[config.mk]
export PLATFORM = sky130hd
export DESIGN_NAME = deadlock_free_route_admission
export DESIGN_NICKNAME = d
export VERILOG_FILES = /design/src/hw/rtl/dfra_pkg.sv /design/src/hw/rtl/deadlock_free_route_admission.sv
export SDC_FILE = /design/constraint.sdc
export NUM_CORES = 1
export LEC_CHECK = 0
export BUFFER_PORTS_ARGS = -buffer_cell sky130_fd_sc_hd__buf_2
export CAP_MARGIN = 10
export CORE_MARGIN = 10
export CORE_UTILIZATION = 25
export DETAILED_ROUTE_END_ITERATION = 10
export PLACE_DENSITY = 0.4
export SLEW_MARGIN = 40
export SYNTH_ARGS = -nofsm -noshare
export SYNTH_HDL_FRONTEND = slang
export SYNTH_SLANG_ARGS = --single-unit
[constraint.sdc]
create_clock -name clk -period 5.1 [get_ports clk]
set_clock_uncertainty 0.2 [all_clocks]
set_input_delay 0.51 -clock clk [delete_from_list [all_inputs] [get_ports clk]]
set_output_delay 0.51 -clock clk [all_outputs]
set_load 0.01 [all_outputs]
[src/hw/rtl/dfra_pkg.sv]
// Shared constants and codes for the route admission block.
// No dependencies; imported by deadlock_free_route_admission.
package dfra_pkg;

    localparam int STATIONS_DEF    = 4;
    localparam int COUNT_WIDTH_DEF = 8;

    localparam int STOP_W    = 2;
    localparam int LEN_W     = 3;
    localparam int MAX_STOPS = 4;
    localparam int STEP_W    = 2;

    typedef enum logic
    {
        FUNC_ADMIT   = 1'b0,
        FUNC_RELEASE = 1'b1
    } func_t;

endpackage

[src/hw/rtl/deadlock_free_route_admission.sv]
// Route admission over a resource-order graph of edge counts between stations.
// Depends on dfra_pkg for codes and default sizes.
//
// Usage. A command beat is taken at a rising edge where start is high and busy
// is low; the beat carries func, route_length, stop_0..stop_3, edge_from and
// edge_to. Every command gives exactly one result beat: done is high for one
// cycle with admitted and fault valid alongside it. The receiver cannot stall,
// so the result must be captured in that cycle. busy is high from the cycle
// after acceptance until the result cycle, in which a new command may be taken.
//
// Sequence, from the accepting edge to the cycle in which done is high:
// a release, a single-stop route or a route with a station out of range gives
// its result from the release or check state. A longer route of len stops
// marks its edges one per cycle, runs a Warshall closure one pivot station per
// cycle over all STATIONS pivots and checks the diagonal; a refused route
// reports from the verdict state, an admitted one commits its edges one per
// cycle through the single saturating incrementer and reports with its last
// commit.
//
// Reset clears every edge count, the sequencer and the result strobe.
module deadlock_free_route_admission
    import dfra_pkg::*;
#(
    parameter int STATIONS    = STATIONS_DEF,
    parameter int COUNT_WIDTH = COUNT_WIDTH_DEF
)
(
    input  logic                clk,
    input  logic                rst_n,
    input  logic                start,
    output logic                busy,
    input  logic                func,
    input  logic [LEN_W-1:0]    route_length,
    input  logic [STOP_W-1:0]   stop_0,
    input  logic [STOP_W-1:0]   stop_1,
    input  logic [STOP_W-1:0]   stop_2,
    input  logic [STOP_W-1:0]   stop_3,
    input  logic [STOP_W-1:0]   edge_from,
    input  logic [STOP_W-1:0]   edge_to,
    output logic                done,
    output logic                admitted,
    output logic                fault
);

    // Station indices use only the bits needed to address STATIONS rows.
    localparam int IDX_W = (STATIONS > 1) ? $clog2(STATIONS) : 1;
    // Limit against which a two-bit stop is compared; one extra bit holds it.
    localparam logic [STOP_W:0] STOP_LIMIT = (STOP_W + 1)'(STATIONS);
    localparam logic [IDX_W-1:0] LAST_PIVOT = IDX_W'(STATIONS - 1);
    localparam logic [COUNT_WIDTH-1:0] COUNT_MAX = {COUNT_WIDTH{1'b1}};

    typedef logic [COUNT_WIDTH-1:0] count_t;
    typedef logic [STATIONS-1:0]    row_t;

    typedef enum logic [2:0]
    {
        S_IDLE,
        S_CHECK,
        S_EDGE,
        S_CLOSE,
        S_VERDICT,
        S_COMMIT,
        S_RELEASE
    } state_t;

    state_t              state_reg,    state_next;
    func_t               func_reg,     func_next;
    logic [LEN_W-1:0]    len_reg,      len_next;
    logic [STOP_W-1:0]   stops_reg     [MAX_STOPS];
    logic [STOP_W-1:0]   stops_next    [MAX_STOPS];
    logic [STOP_W-1:0]   from_reg,     from_next;
    logic [STOP_W-1:0]   to_reg,       to_next;
    logic [STEP_W-1:0]   step_reg,     step_next;
    logic [IDX_W-1:0]    pivot_reg,    pivot_next;
    logic                sat_reg,      sat_next;
    row_t                reach_reg     [STATIONS];
    row_t                reach_next    [STATIONS];
    count_t              counts_reg    [STATIONS][STATIONS];
    count_t              counts_next   [STATIONS][STATIONS];
    logic                done_reg,     done_next;
    logic                admitted_reg, admitted_next;
    logic                fault_reg,    fault_next;

    // Shared datapath signals.
    logic [IDX_W-1:0]    edge_a;
    logic [IDX_W-1:0]    edge_b;
    logic [STEP_W-1:0]   last_step;
    logic                route_bad;
    logic                cyclic;
    logic                release_bad;
    count_t              unit_in;
    logic                unit_at_max;
    logic                unit_is_zero;

    assign busy     = (state_reg != S_IDLE);
    assign done     = done_reg;
    assign admitted = admitted_reg;
    assign fault    = fault_reg;

    // The edge being worked on is the pair of stops at the current step.
    assign edge_a    = stops_reg[step_reg][IDX_W-1:0];
    assign edge_b    = stops_reg[step_reg + STEP_W'(1)][IDX_W-1:0];
    assign last_step = STEP_W'(len_reg - LEN_W'(2));

    always_comb
    begin
        route_bad = 1'b0;
        for (int s = 0; s < MAX_STOPS; s++)
        begin
            if ((LEN_W'(s) < len_reg) && ({1'b0, stops_reg[s]} >= STOP_LIMIT))
            begin
                route_bad = 1'b1;
            end
        end
    end

    always_comb
    begin
        cyclic = 1'b0;
        for (int i = 0; i < STATIONS; i++)
        begin
            if (reach_reg[i][i])
            begin
                cyclic = 1'b1;
            end
        end
    end

    assign release_bad = ({1'b0, from_reg} >= STOP_LIMIT) || ({1'b0, to_reg} >= STOP_LIMIT);

    // The one count adder: it serves commits and releases alike.
    always_comb
    begin
        if (state_reg == S_RELEASE)
        begin
            unit_in = release_bad ? '0
                    : counts_reg[from_reg[IDX_W-1:0]][to_reg[IDX_W-1:0]];
        end
        else
        begin
            unit_in = counts_reg[edge_a][edge_b];
        end
    end

    assign unit_at_max  = (unit_in == COUNT_MAX);
    assign unit_is_zero = (unit_in == '0);

    always_comb
    begin
        state_next    = state_reg;
        func_next     = func_reg;
        len_next      = len_reg;
        stops_next    = stops_reg;
        from_next     = from_reg;
        to_next       = to_reg;
        step_next     = step_reg;
        pivot_next    = pivot_reg;
        sat_next      = sat_reg;
        reach_next    = reach_reg;
        counts_next   = counts_reg;
        done_next     = 1'b0;
        admitted_next = admitted_reg;
        fault_next    = fault_reg;

        case (state_reg)
            S_IDLE:
            begin
                if (start)
                begin
                    func_next     = func_t'(func);
                    stops_next[0] = stop_0;
                    stops_next[1] = stop_1;
                    stops_next[2] = stop_2;
                    stops_next[3] = stop_3;
                    from_next     = edge_from;
                    to_next       = edge_to;
                    step_next     = '0;
                    pivot_next    = '0;
                    sat_next      = 1'b0;
                    if (route_length == '0)
                    begin
                        len_next = LEN_W'(1);
                    end
                    else if (route_length > LEN_W'(MAX_STOPS))
                    begin
                        len_next = LEN_W'(MAX_STOPS);
                    end
                    else
                    begin
                        len_next = route_length;
                    end
                    // Seed the trial graph with the committed edges.
                    for (int i = 0; i < STATIONS; i++)
                    begin
                        for (int j = 0; j < STATIONS; j++)
                        begin
                            reach_next[i][j] = (i != j) && (counts_reg[i][j] != '0);
                        end
                    end
                    state_next = (func_t'(func) == FUNC_RELEASE) ? S_RELEASE : S_CHECK;
                end
            end

            S_CHECK:
            begin
                if (route_bad)
                begin
                    done_next     = 1'b1;
                    admitted_next = 1'b0;
                    fault_next    = 1'b1;
                    state_next    = S_IDLE;
                end
                else if (len_reg == LEN_W'(1))
                begin
                    done_next     = 1'b1;
                    admitted_next = 1'b1;
                    fault_next    = 1'b0;
                    state_next    = S_IDLE;
                end
                else
                begin
                    state_next = S_EDGE;
                end
            end

            S_EDGE:
            begin
                // Self-loops play no part in the cycle test.
                if (edge_a != edge_b)
                begin
                    reach_next[edge_a][edge_b] = 1'b1;
                end
                if (step_reg == last_step)
                begin
                    step_next  = '0;
                    state_next = S_CLOSE;
                end
                else
                begin
                    step_next = step_reg + STEP_W'(1);
                end
            end

            S_CLOSE:
            begin
                // One Warshall pivot per cycle: every row that reaches the
                // pivot takes on the pivot's row.
                for (int i = 0; i < STATIONS; i++)
                begin
                    if (reach_reg[i][pivot_reg])
                    begin
                        reach_next[i] = reach_reg[i] | reach_reg[pivot_reg];
                    end
                end
                if (pivot_reg == LAST_PIVOT)
                begin
                    state_next = S_VERDICT;
                end
                else
                begin
                    pivot_next = pivot_reg + IDX_W'(1);
                end
            end

            S_VERDICT:
            begin
                if (cyclic)
                begin
                    done_next     = 1'b1;
                    admitted_next = 1'b0;
                    fault_next    = 1'b0;
                    state_next    = S_IDLE;
                end
                else
                begin
                    state_next = S_COMMIT;
                end
            end

            S_COMMIT:
            begin
                if (!unit_at_max)
                begin
                    counts_next[edge_a][edge_b] = unit_in + COUNT_WIDTH'(1);
                end
                if (step_reg == last_step)
                begin
                    done_next     = 1'b1;
                    admitted_next = 1'b1;
                    fault_next    = sat_reg | unit_at_max;
                    state_next    = S_IDLE;
                end
                else
                begin
                    sat_next  = sat_reg | unit_at_max;
                    step_next = step_reg + STEP_W'(1);
                end
            end

            S_RELEASE:
            begin
                done_next     = 1'b1;
                admitted_next = 1'b0;
                fault_next    = release_bad | unit_is_zero;
                if (!release_bad && !unit_is_zero)
                begin
                    counts_next[from_reg[IDX_W-1:0]][to_reg[IDX_W-1:0]] =
                        unit_in - COUNT_WIDTH'(1);
                end
                state_next = S_IDLE;
            end

            default:
            begin
                state_next = S_IDLE;
            end
        endcase
    end

    always_ff @(posedge clk or negedge rst_n)
    begin
        if (!rst_n)
        begin
            state_reg    <= S_IDLE;
            done_reg     <= 1'b0;
            admitted_reg <= 1'b0;
            fault_reg    <= 1'b0;
            step_reg     <= '0;
            pivot_reg    <= '0;
            for (int i = 0; i < STATIONS; i++)
            begin
                for (int j = 0; j < STATIONS; j++)
                begin
                    counts_reg[i][j] <= '0;
                end
            end
        end
        else
        begin
            state_reg    <= state_next;
            done_reg     <= done_next;
            admitted_reg <= admitted_next;
            fault_reg    <= fault_next;
            step_reg     <= step_next;
            pivot_reg    <= pivot_next;
            counts_reg   <= counts_next;
        end
    end

    // Command payload and trial graph need no reset.
    always_ff @(posedge clk)
    begin
        func_reg  <= func_next;
        len_reg   <= len_next;
        stops_reg <= stops_next;
        from_reg  <= from_next;
        to_reg    <= to_next;
        sat_reg   <= sat_next;
        reach_reg <= reach_next;
    end

    // A release never reports an admission.
    a_release_not_admitted: assert property (@(posedge clk) disable iff (!rst_n)
        (done_reg && admitted_reg) |-> (func_reg == FUNC_ADMIT))
        else $error("release reported as admitted");

    // An accepted command keeps the block busy in the next cycle.
    a_accept_busy: assert property (@(posedge clk) disable iff (!rst_n)
        (start && !busy) |=> busy)
        else $error("block not busy after accepting a command");

    // One result per command: strobes never come in consecutive cycles.
    a_single_strobe: assert property (@(posedge clk) disable iff (!rst_n)
        done_reg |=> !done_reg)
        else $error("result strobe held for two cycles");

    // A cyclic trial graph is refused cleanly, with no commit.
    a_cycle_refused: assert property (@(posedge clk) disable iff (!rst_n)
        (state_reg == S_VERDICT && cyclic) |=>
            (state_reg == S_IDLE && done_reg && !admitted_reg && !fault_reg))
        else $error("cyclic route not refused");

    // A result only follows a busy cycle.
    a_done_after_busy: assert property (@(posedge clk) disable iff (!rst_n)
        done_reg |-> $past(busy))
        else $error("result strobe without a command in flight");

endmodule
* Yosys cells after proc, flatten, opt, wreduce, memory -nomap -nowiden
Cells that the tools add are included.
Operators by class: bitwise logic cells 13, reduce and logical (&&, ||, !) cells 39, muxes and demuxes 87, add/subtract/negate cells 5, order comparisons 15, eq/ne operators 26
Operator list (number):
- bitwise mux 128 bit | 2
- 2-to-1 mux 128 bit | 2
- case mux 128 bit (2 select lines) | 1
- 2-to-1 mux 32 bit | 6
- binary-select mux 32 bit (select 2 bit) | 2
- demux 32 bit (select 2 bit) | 2
- nonzero test 8 bit | 12
- 2-to-1 mux 8 bit | 7
- case mux 16 bit (3 select lines) | 1
- binary-select mux 8 bit (select 2 bit) | 2
- demux 8 bit (select 2 bit) | 2
- 2-to-1 mux 16 bit | 2
- != test 2 bit (second input constant) | 15
- 2-to-1 mux 4 bit | 7
- AND reduction 4 bit | 6
- >= comparator 3 bit (second input constant) | 7
- 2-to-1 mux 3 bit | 7
- NOT 2 -> 3 bit | 7
- 2-to-1 mux 1 bit | 19
- 2-to-1 mux 2 bit | 9
- case mux 3 bit (6 select lines) | 1
- bitwise OR 16 bit | 1
- bitwise OR 4 bit | 4
- < comparator 3 x 1 -> 1 bit (second input constant) | 4
- 33 further kinds | 57
Word-level totals: input port bits 19, flip-flop bits (word level) 170, output and inout port bits 4

* Longest topological paths before layout
Gate-level depths: netlist of run 1.
word-level depth 16, depth in mapped cells 17, depth with buffers taken out 11

* Least setup slack after synthesis of run 1
No wires, ideal clock.
kind register -> register, start register step_reg[1], end register counts_reg[20] (netlist bit), clock period less this slack 3.726 ns, path slack 1.374 ns, stages on the path, launching flop included 17, arrival time 3.405 ns, path buffers 5, cells stage by stage dfrtp_1 -> buf_6 -> mux4_2 -> buf_6 -> buf_6 -> or2_2 -> clkbuf_1 -> o22ai_1 -> a211oi_1 -> o211ai_2 -> inv_1 -> ha_1 -> nand2_1 -> xor2_1 -> clkbuf_1 -> o22ai_1 -> a22o_1
On the way: longest elaborated chain between the ends 16, elaborated cells between the ends (all ways) 40
RTL lines:
- start: declaration | line deadlock_free_route_admission.sv:73 | logic [STEP_W-1:0] step_reg, step_next;
- start signal: assignment | line deadlock_free_route_admission.sv:344 | step_reg <= step_next;
- NOT 2 -> 3 bit (not written as such) | line deadlock_free_route_admission.sv:101 | assign edge_a = stops_reg[step_reg][IDX_W-1:0];
- binary-select mux 2 bit (select 2 bit) | line deadlock_free_route_admission.sv:101
- 2-to-1 mux 2 bit (not written as such) (2 in series) | line deadlock_free_route_admission.sv:101
- NOT 2 -> 3 bit (not written as such) | line deadlock_free_route_admission.sv:141, deadlock_free_route_admission.sv:284
- binary-select mux 32 bit (select 2 bit) | line deadlock_free_route_admission.sv:141 | unit_in = counts_reg[edge_a][edge_b];
- 2-to-1 mux 32 bit (not written as such) (2 in series) | line deadlock_free_route_admission.sv:141
- binary-select mux 8 bit (select 2 bit) | line deadlock_free_route_admission.sv:141
- 2-to-1 mux 8 bit (not written as such) (2 in series) | line deadlock_free_route_admission.sv:141
- 2-to-1 mux 8 bit | line deadlock_free_route_admission.sv:134 | if (state_reg == S_RELEASE)
- subtractor 8 x 1 -> 8 bit / adder 8 x 1 -> 8 bit (equally long branches) | line deadlock_free_route_admission.sv:308, deadlock_free_route_admission.sv:284
- bitwise mux 128 bit (on tied branches) | line deadlock_free_route_admission.sv:307, deadlock_free_route_admission.sv:284
- 2-to-1 mux 128 bit (on tied branches) | line deadlock_free_route_admission.sv:305, deadlock_free_route_admission.sv:282
- case mux 128 bit (2 select lines) | line deadlock_free_route_admission.sv:165 | case (state_reg)
- end signal: assignment | line deadlock_free_route_admission.sv:346 | counts_reg <= counts_next;
- end: declaration | line deadlock_free_route_admission.sv:78 | count_t counts_reg [STATIONS][STATIONS];
Parallel ways exist; a longest one is shown, timed or not. The select of a mux whose other input is x is not followed. A chain may end at the register's enable or synchronous reset.

* Worst setup path after layout of run 1
start register step_reg[0], end register counts_reg[104] (netlist bit)
Same word-level chain as after synthesis.

==> flow_summary_export.csv, run 1 <==
group,metric,value,unit
grt,grt_pass1_wl,81000,µm
floorplan,die_area,56300,µm²
yosys,syn_inst,1160,
place,placed_cell_area,12700,µm²
yosys,yosysSeqAreaShare,0.374,
setup_path,cp_slowest_cell,"mux2_2",
sta,setup-tns-final,0,ns
setup_path,endpoint,"counts_reg[104]$_DFFE_PN0P_",
place,post-dp-hpwl,38900,µm
sta,max_slew.worst_pin.slew,0.928,ns
cells_and_area,layout.cells.non_filler,1781,
yosys,ys_seq_elements,170,
drt,vias,11100,
setup_path,reg2reg_to,"counts_reg[104]$_DFFE_PN0P_",
setup_path,critPathTopFamily,"multiplexers",
yosys,ys.flop_type,"dfrtp_1",
sta,finalSetupViolCount,0,
yosys,synth-edff-count,32,
sta,fin_crit,4.81,ns
setup_path,r2r_slack,0.29,ns
cells_and_area,largest_reg_flops,128,
yosys,avgSynthCellArea,10.2,µm²
setup_path,cp-end-kind,"flip-flop",
floorplan,die_y,237,µm
clock_tree,tritoncts,"yes",
drt,finalWirelength,56200,µm
setup_path,path_buf_inv,3,
pwr,ir_worst_vdd,0.000617,V
worst_hold_path,hp-start,"stop_2[1]",
place,port_buffers,22,
yosys,syn-num-nets,1185,
status,outcome,"complete, no violations",
clock_tree,clock_sinks,170,
drt,drt_pass1_iterations,5,
cells_and_area,drive_gt1_frac,0.186,
cells_and_area,finish.utilization,0.287,
floorplan,start_util,0.253,
worst_hold_path,min_path_type,"input pin to flip-flop",
setup_path,r2r-start,"step_reg[0]$_DFFE_PN0P_",
grt,grt_use_total,0.196,
setup_path,cp-start-kind,"flip-flop",
floorplan,core_area,46700,µm²
setup_path,critPathLaunch,"step_reg[0]$_DFFE_PN0P_",
drt,wl_per_cell,31.5,µm
clock_tree,max-clock-path-buffers,2,
sta,period_share,0.942,
clock_tree,postCtsResizedCells,0,
setup_path,reg2reg_depth,14,
cells_and_area,fin_area,13400,µm²
setup_path,crit_required,5.25,ns
cells_and_area,n_antenna_cell,0,
clock_tree,cts_root_buffer,"clkbuf_16",
setup_path,crit_chain,"buf_4, mux2i_1, mux2_2, mux2i_1, o32ai_1, a2111oi_2, buf_4, ha_1, nand2_1, o31ai_2, nand2b_4, buf_12, nand2_2, mux2_2",
grt,antenna_found_initial,0,
grt,grt.overflow.total,0,
setup_path,setup.worst_path.class,"flip-flop to flip-flop",
place,place_inst,1745,
yosys,yosys_warnings,0,
floorplan,die_x,237,µm
clock_tree,clk_pin_slew_worst_paths,0.07,ns
place,gp_congestion,0.955,
grt,first_global_vias,10800,
pwr,p_leak,4.93,nW
yosys,synth.distinct_cells,73,
drt,avgViaCountPerCell,6.23,
sta,max_clock_freq,208,MHz
sta,rsz0062_at_grt,"no",
floorplan,fp-row-count,79,
job,maxCapViolations,0,
setup_path,crit_arrival,4.96,ns
setup_path,slowest_delay,0.67,ns
sta,hold_violations,0,
clock_tree,cts_max_level,4,
floorplan,io_pins,23,
clock_tree,cts_made_buffers,17,
yosys,syn_area,11800,µm²
setup_path,cp_max_fo,56,
yosys,synth-async-reset-ratio,0.812,
pwr,power.density,828,nW/µm²
sta,max_slew_margin,0.378,
setup_path,worst-path-stages,14,
cells_and_area,nets,1186,
cells_and_area,syn_to_final_growth,13.3,%
sta,slew_violations,0,
grt,grt_max_degree,73,
pwr,power,11.1,mW
drt,ant_nets,0,
drt,drtIter0Drc,1182,
drt,drc,0,
clock_tree,insertion_delay,0.47,ns
-- cell usage after synthesis (all sizes together) (6+ instances only) --
master,instances,area share
nor3,14,0.0068
edfxtp,32,0.081
nor2b,9,0.0048
o22ai,64,0.034
a22oi,15,0.010
a21oi,21,0.0089
dfrtp,138,0.29
o2bb2ai,16,0.012
o211ai,13,0.0087
a32oi,14,0.010
a211oi,10,0.0064
o221ai,66,0.049
nor2,87,0.028
a31oi,22,0.012
mux2,11,0.011
a32o,33,0.028
and2,9,0.0048
buf,56,0.033
xnor2,7,0.0058
nand3,27,0.012
ha,6,0.0064
and3,10,0.0053
a22o,63,0.047
o21ai,35,0.016
nand2,120,0.039
nor4,30,0.021
nand4,6,0.0032
mux4,50,0.095
clkbuf,57,0.019
mux2i,68,0.058
-- layer usage --
layer | track usage | vias up | routed length, µm
li1 | - | 4687 | -
met1 | 0.258 | 5823 | 24300
met2 | 0.307 | 485 | 25400
met3 | 0.0478 | 101 | 4450
met4 | 0.0740 | 0 | 2030
met5 | 0 | - | 0
-- timing repair --
action                    in CTS  in global routing
setup buffers                  0                  0
hold buffers                   4                  0
hold endpoints to repair      72                  0
-- worst min-delay path by stage --
stage	cells after the start	slack [ns]	end
after global routing	1	0.003	stops_reg[5]$_DFFE_PP_
after detailed placement	1	0.28	admitted$_DFFE_PN0P_
final	1	0.02	stops_reg[3]$_DFFE_PP_
after CTS	1	0.0001	stops_reg[3]$_DFFE_PP_
after floorplan	0	0.01	admitted$_DFFE_PN0P_
after global placement	1	0.28	admitted$_DFFE_PN0P_
-- logic make-up after synthesis --
logic type,after synthesis,share of synthesized area
AO/OA/AOI/OAI,391,0.256
XOR/XNOR,11,0.00943
buffers and inverters,119,0.0534
adder cells (fa/ha/maj),6,0.00635
multiplexers,129,0.164
AND/OR/NAND/NOR,334,0.138
flip-flops,170,0.374
-- cell usage in the layout (no fill, tap or decap), types with 29 or more instances in the layout --
cell,netlist,layout
a22o_1,63,63
a32o_1,33,33
buf_4,9,61
dfrtp_1,138,138
edfxtp_1,32,32
mux2i_1,68,68
mux4_2,50,50
nand2_1,117,117
nor2_1,86,86
o21ai_0,30,29
o221ai_1,66,66
o22ai_1,64,64
-- where the power goes --
group | leakage [nW] | total, mW | switching (mW) | internal, mW
logic | 2.67 | 7.13 | 4.62 | 2.51
clock network | 0.284 | 1.37 | 0.620 | 0.749
registers | 1.98 | 2.59 | 0.690 | 1.90
-- metrics by stage --
stage | setup WS (ns) | hold slack, ns
after floorplan | 1.37 | 0.0144
after global placement | 0.400 | 0.276
after detailed placement | 0.359 | 0.278
after CTS | 0.330 | 0.000138
after global routing | 0.0962 | 0.00279
final | 0.295 | 0.0164
-- final cells by class --
cell class / instances / area [µm²]
timing repair buffer: 95 / 777
clock buffer: 22 / 464
multi-input combinational: 871 / 6830
inverter: 6 / 22.5
clock inverter: 10 / 118
sequential: 170 / 4410
tap: 607 / 759
fill: 4910 / 33300
(Power assumes the default switching activity.)
==> run 2, diff against run 1 <==
- MAX_ROUTING_LAYER: unset -> met4
- clock period: 5.1 -> 5 ns (I/O delays scaled with it)
==> run 2 against run 1 <==
Cell count increased by 0.84%; power decreased by 2.1%; largest power group unchanged; clock-buffer cell count did not move; critical endpoint is now counts_reg[25]$_DFFE_PN0P_; cell area rose by 0.86%; maximum frequency up 5.4%; largest cell class unchanged; non-clock buffer count increased by 15; clock power increased by 7%.
==> flow_summary_export.csv, run 2 (synthesis gave the netlist of run 1 again) <==
group,metric,value,unit
status,outcome,"complete, no violations",
clock_tree,insertion_delay,0.47,ns
pwr,comb_power_share,0.626,
grt,antenna_found_initial,0,
pwr,p_seq_frac,0.240,
pwr,intPower,5.28,mW
job,maxCapViolations,0,
cells_and_area,nets,1201,
setup_path,cp_max_fo,24,
drt,ant_nets,0,
cells_and_area,fill_cells,4902,
worst_hold_path,hold_depth,2,
drt,vias,10900,
cells_and_area,final_common_cell,"dfrtp_1",
floorplan,start_util,0.253,
clock_tree,clock_sinks,170,
cells_and_area,layout.cells.non_filler,1796,
floorplan,io_pins,23,
pwr,swShare,0.514,
floorplan,fp-row-count,79,
clock_tree,cts_made_buffers,17,
drt,avgViaCountPerCell,6.08,
setup_path,crit_required,5.12,ns
sta,max_slew_margin,0.390,
sta,max_slew.worst_pin.slew,0.906,ns
floorplan,core_area,46700,µm²
grt,grt_pass1_wl,78000,µm
sta,fin_crit,4.56,ns
cells_and_area,drive_gt1_frac,0.188,
drt,drc,0,
drt,drt_pass1_iterations,5,
pwr,clkPwrFrac,0.134,
sta,hold_violations,0,
sta,rsz0062_at_grt,"no",
place,gp_congestion,0.896,
setup_path,reg2reg_depth,13,
floorplan,die_y,237,µm
sta,period_share,0.912,
place,post-dp-hpwl,38100,µm
clock_tree,cts_root_buffer,"clkbuf_16",
pwr,ir_worst_vdd,0.000359,V
grt,grt_max_degree,65,
grt,first_global_vias,10700,
pwr,power.density,804,nW/µm²
pwr,power.switching,5.58,mW
grt,grt.overflow.total,0,
clock_tree,tritoncts,"yes",
clock_tree,max-clock-path-buffers,2,
cells_and_area,n_antenna_cell,0,
sta,slew_violations,0,
drt,wl_per_cell,29.5,µm
drt,finalWirelength,52900,µm
worst_hold_path,min_path_type,"input pin to flip-flop",
setup_path,cp-start-kind,"flip-flop",
place,port_buffers,22,
sta,setup-tns-final,0,ns
grt,grt_use_total,0.192,
pwr,p_leak,5.00,nW
floorplan,die_x,237,µm
floorplan,die_area,56300,µm²
pwr,power,10.9,mW
setup_path,cp-end-kind,"flip-flop",
drt,drtIter0Drc,1337,
place,place_inst,1751,
sta,finalSetupViolCount,0,
clock_tree,clk_pin_slew_worst_paths,0.07,ns
clock_tree,cts_max_level,4,
cells_and_area,ff_latch_area,4410,µm²
cells_and_area,syn_to_final_growth,14.3,%
setup_path,setup.worst_path.class,"flip-flop to flip-flop",
cells_and_area,largest_reg_flops,128,
cells_and_area,multi_input_area,6820,µm²
sta,max_clock_freq,219,MHz
cells_and_area,final_cell_mix,"dfrtp_1 (138), nand2_1 (117), nor2_1 (85)",
setup_path,crit_arrival,4.68,ns
[run 2: worst max-delay path: stages (launching register included)]
cell,delay (ns)
dfrtp_1,0.38
buf_4,0.19
mux4_2,0.84
buf_4,0.28
nor2_1,0.12
nor4_1,0.07
a2111oi_2,0.29
buf_4,0.21
ha_1,0.25
nand2_1,0.17
o31ai_2,0.34
nand2b_4,0.30
nand2_1,0.53
o221ai_1,0.20
[run 2: worst paths after layout]
check                           slack, ns                    endpoint               startpoint
min in group asynchronous            0.40     step_reg[0]$_DFFE_PN0P_                    rst_n
worst min register to register       0.29        admitted$_DFFE_PN0P_     admitted$_DFFE_PN0P_
max in group asynchronous            3.07  counts_reg[23]$_DFFE_PN0P_                    rst_n
worst max register to register       0.44  counts_reg[25]$_DFFE_PN0P_  step_reg[1]$_DFFE_PN0P_
worst max-delay path                 0.44  counts_reg[25]$_DFFE_PN0P_  step_reg[1]$_DFFE_PN0P_
worst min-delay path                 0.12    len_reg[0]$_SDFFCE_PN1P_          route_length[0]
[run 2: per-stage QoR]
stage / utilization / cell area (µm²) / hold slack [ns] / setup WS (ns)
floorplan: - / 11800 / 0.00441 / 1.27
global placement: 0.272 / 12700 / 0.272 / 0.472
detailed placement: 0.273 / 12800 / 0.276 / 0.483
CTS: 0.289 / 13500 / 0.106 / 0.442
global route: 0.289 / 13500 / 0.118 / 0.162
finish: 0.289 / 13500 / 0.125 / 0.442
[run 2: power by group through the flow]
| stage | Clock, mW | Combinational, mW | Sequential, mW |
|---|---|---|---|
| after floorplan | 0 | 4.50 | 2.28 |
| after global placement | 0 | 6.63 | 2.60 |
| after detailed placement | 0 | 6.68 | 2.62 |
| after CTS | 1.48 | 6.70 | 2.59 |
| after global routing | 1.54 | 7.23 | 2.67 |
| final | 1.46 | 6.80 | 2.61 |
[run 2: metal layers]
metal	vias to the layer above	GRT usage	routed length, µm
met5	-	-	0
met4	0	0.0602	1350
met3	81	0.0346	3340
met2	451	0.295	24600
met1	5684	0.252	23600
li1	4705	-	-
[run 2: what timing repair did]
action                                 CTS  global route
endpoints found under the hold margin   74             0
gates resized for setup                  0             0
buffers inserted                         0             0
hold buffers                            13             0
[run 2: final cells by class]
type / instances / area share
clock buffers: 22 / 0.0360
clock inverters: 10 / 0.00973
inverters: 6 / 0.00167
multi-input cells: 871 / 0.505
flip-flops and latches: 170 / 0.327
well taps: 607 / 0.0563
repair buffers: 110 / 0.0646
==> run 3, diff against run 2 <==
- CORE_ASPECT_RATIO: unset -> 1.25
==> run 3 against run 2 <==
Cell area decreased by 0.44%; utilization decreased by 0.33 points; global-route usage decreased by 0.49 points; critical path depth increased by 1; first-iteration DRC count decreased by 16%; maximum frequency decreased by 5.8%; sequential share of layout area increased by 0.15 points; setup slack got worse by 0.28 ns; largest power group unchanged.
==> flow_summary_export.csv, run 3 (synthesis gave the netlist of run 1 again) <==
group,metric,value,unit
sta,rsz0062_at_grt,"no",
drt,drtIter0Drc,1128,
clock_tree,insertion_delay,0.47,ns
drt,avgViaCountPerCell,6.09,
setup_path,cp-end-kind,"flip-flop",
setup_path,r2r_slack,0.16,ns
grt,grt_max_degree,70,
place,port_buffers,22,
place,place_ws,0.123,ns
drt,drc,0,
setup_path,r2r-start,"step_reg[1]$_DFFE_PN0P_",
floorplan,fp-row-count,89,
sta,max_slew.worst_pin.slew,0.938,ns
setup_path,endpoint,"counts_reg[90]$_DFFE_PN0P_",
clock_tree,clk_pin_slew_worst_paths,0.07,ns
clock_tree,max-clock-path-buffers,2,
clock_tree,cts_root_buffer,"clkbuf_16",
pwr,swShare,0.522,
cells_and_area,drive_gt1_frac,0.183,
worst_hold_path,min_path_type,"input pin to flip-flop",
cells_and_area,syn_to_final_growth,13.8,%
sta,period_share,0.968,
sta,whs,0.0120,ns
floorplan,start_util,0.251,
pwr,p_leak,4.95,nW
pwr,clkPwrFrac,0.130,
setup_path,setup.worst_path.class,"flip-flop to flip-flop",
pwr,ir_worst_vdd,0.000440,V
sta,layout_setup_ws,0.162,ns
drt,vias,11100,
place,post-dp-hpwl,38500,µm
sta,setup-tns-final,0,ns
grt,grt_pass1_wl,77100,µm
sta,fin_crit,4.84,ns
grt,grt_use_total,0.187,
grt,antenna_found_initial,1,
floorplan,die_area,56400,µm²
pwr,intPower,5.19,mW
clock_tree,cts_made_buffers,17,
sta,max_clock_freq,207,MHz
clock_tree,clock_sinks,170,
sta,slew_violations,0,
cells_and_area,final_cell_mix,"dfrtp_1 (137), nand2_1 (114), nor2_1 (86)",
setup_path,cp_max_fo,14,
sta,max_slew_margin,0.372,
pwr,power,10.8,mW
clock_tree,tritoncts,"yes",
grt,grt.overflow.total,0,
clock_tree,cts_max_level,4,
cells_and_area,nets,1190,
cells_and_area,ff_latch_area,4420,µm²
setup_path,critPathLaunch,"step_reg[1]$_DFFE_PN0P_",
pwr,p_seq_frac,0.243,
setup_path,reg2reg_depth,14,
pwr,comb_power_share,0.627,
job,maxCapViolations,0,
sta,finalSetupViolCount,0,
cells_and_area,n_antenna_cell,0,
drt,wl_per_cell,29.3,µm
setup_path,crit_required,5.15,ns
drt,ant_nets,0,
floorplan,core_area,47000,µm²
cells_and_area,fill_cells,4971,
place,place_inst,1768,
drt,finalWirelength,53300,µm
cells_and_area,largest_reg_flops,128,
setup_path,cp-start-kind,"flip-flop",
place,gp_congestion,0.908,
setup_path,crit_arrival,4.99,ns
floorplan,io_pins,23,
status,outcome,"complete, no violations",
sta,hold_violations,0,
floorplan,die_y,263,µm
setup_path,reg2reg_to,"counts_reg[90]$_DFFE_PN0P_",
cells_and_area,final_common_cell,"dfrtp_1",
floorplan,die_x,214,µm
cells_and_area,multi_input_area,6830,µm²
cells_and_area,layout.cells.non_filler,1815,
drt,drt_pass1_iterations,6,
grt,first_global_vias,10700,
pwr,power.density,807,nW/µm²
pwr,power.switching,5.66,mW
## run 3: worst max-delay path: stages, from the launching register on
cell and delay (ns):
dfrtp_1 0.53, buf_4 0.24, mux4_2 0.72, and2_1 0.31, nand2_2 0.24, o21ai_1 0.20, nor4_4 0.32, buf_4 0.32
nor4_4 0.09, a41oi_1 0.41, nand2b_4 0.26, buf_4 0.13, buf_4 0.17, nand2_1 0.25, a22o_1 0.31
## run 3: per-stage QoR
step                      utilization  area (µm²)
after global routing            0.286       13400
after floorplan                     -       11800
after detailed placement        0.269       12600
after global placement          0.269       12600
after CTS                       0.284       13300
final                           0.286       13400
## run 3: cell type report
| type | instances | area share |
|---|---|---|
| sequential | 170 | 0.328 |
| timing repair buffer | 97 | 0.0578 |
| multi-input combinational | 873 | 0.508 |
| tap | 637 | 0.0593 |
| inverter | 6 | 0.00168 |
| clock buffer | 21 | 0.0366 |
| clock inverter | 11 | 0.00782 |
## run 3: layer usage
layer	vias to the layer above	track usage	routed length [µm]
met1	5775	0.214	21300
met3	119	0.0224	2660
met2	466	0.320	27000
met5	-	-	0
li1	4693	-	-
met4	0	0.0879	2240
## run 3: worst min path at each step
stage | from | end | cells after the start | slack, ns
floorplan | rst_n | admitted$_DFFE_PN0P_ | 0 | 0.004
global placement | admitted$_DFFE_PN0P_ | admitted$_DFFE_PN0P_ | 1 | 0.28
detailed placement | admitted$_DFFE_PN0P_ | admitted$_DFFE_PN0P_ | 1 | 0.28
CTS | edge_to[0] | to_reg[0]$_DFFE_PP_ | 1 | 0.0004
global route | edge_to[0] | to_reg[0]$_DFFE_PP_ | 1 | 0.004
finish | edge_to[0] | to_reg[0]$_DFFE_PP_ | 1 | 0.01
## run 3: timing repair
item                                    4_1_cts  5_1_grt
endpoints found under the setup margin        0       98
buffers inserted                              0        4
hold buffers                                  9        0
resized for setup                             0        5
hold endpoints to repair                     75        0
## run 3: power by group through the flow
stage                     combinational, mW  sequential, mW  clock [mW]
after floorplan                        4.50            2.28           0
after global placement                 6.60            2.63           0
after detailed placement               6.63            2.62           0
after CTS                              6.65            2.60        1.43
after global routing                   7.20            2.69        1.48
final                                  6.80            2.63        1.41
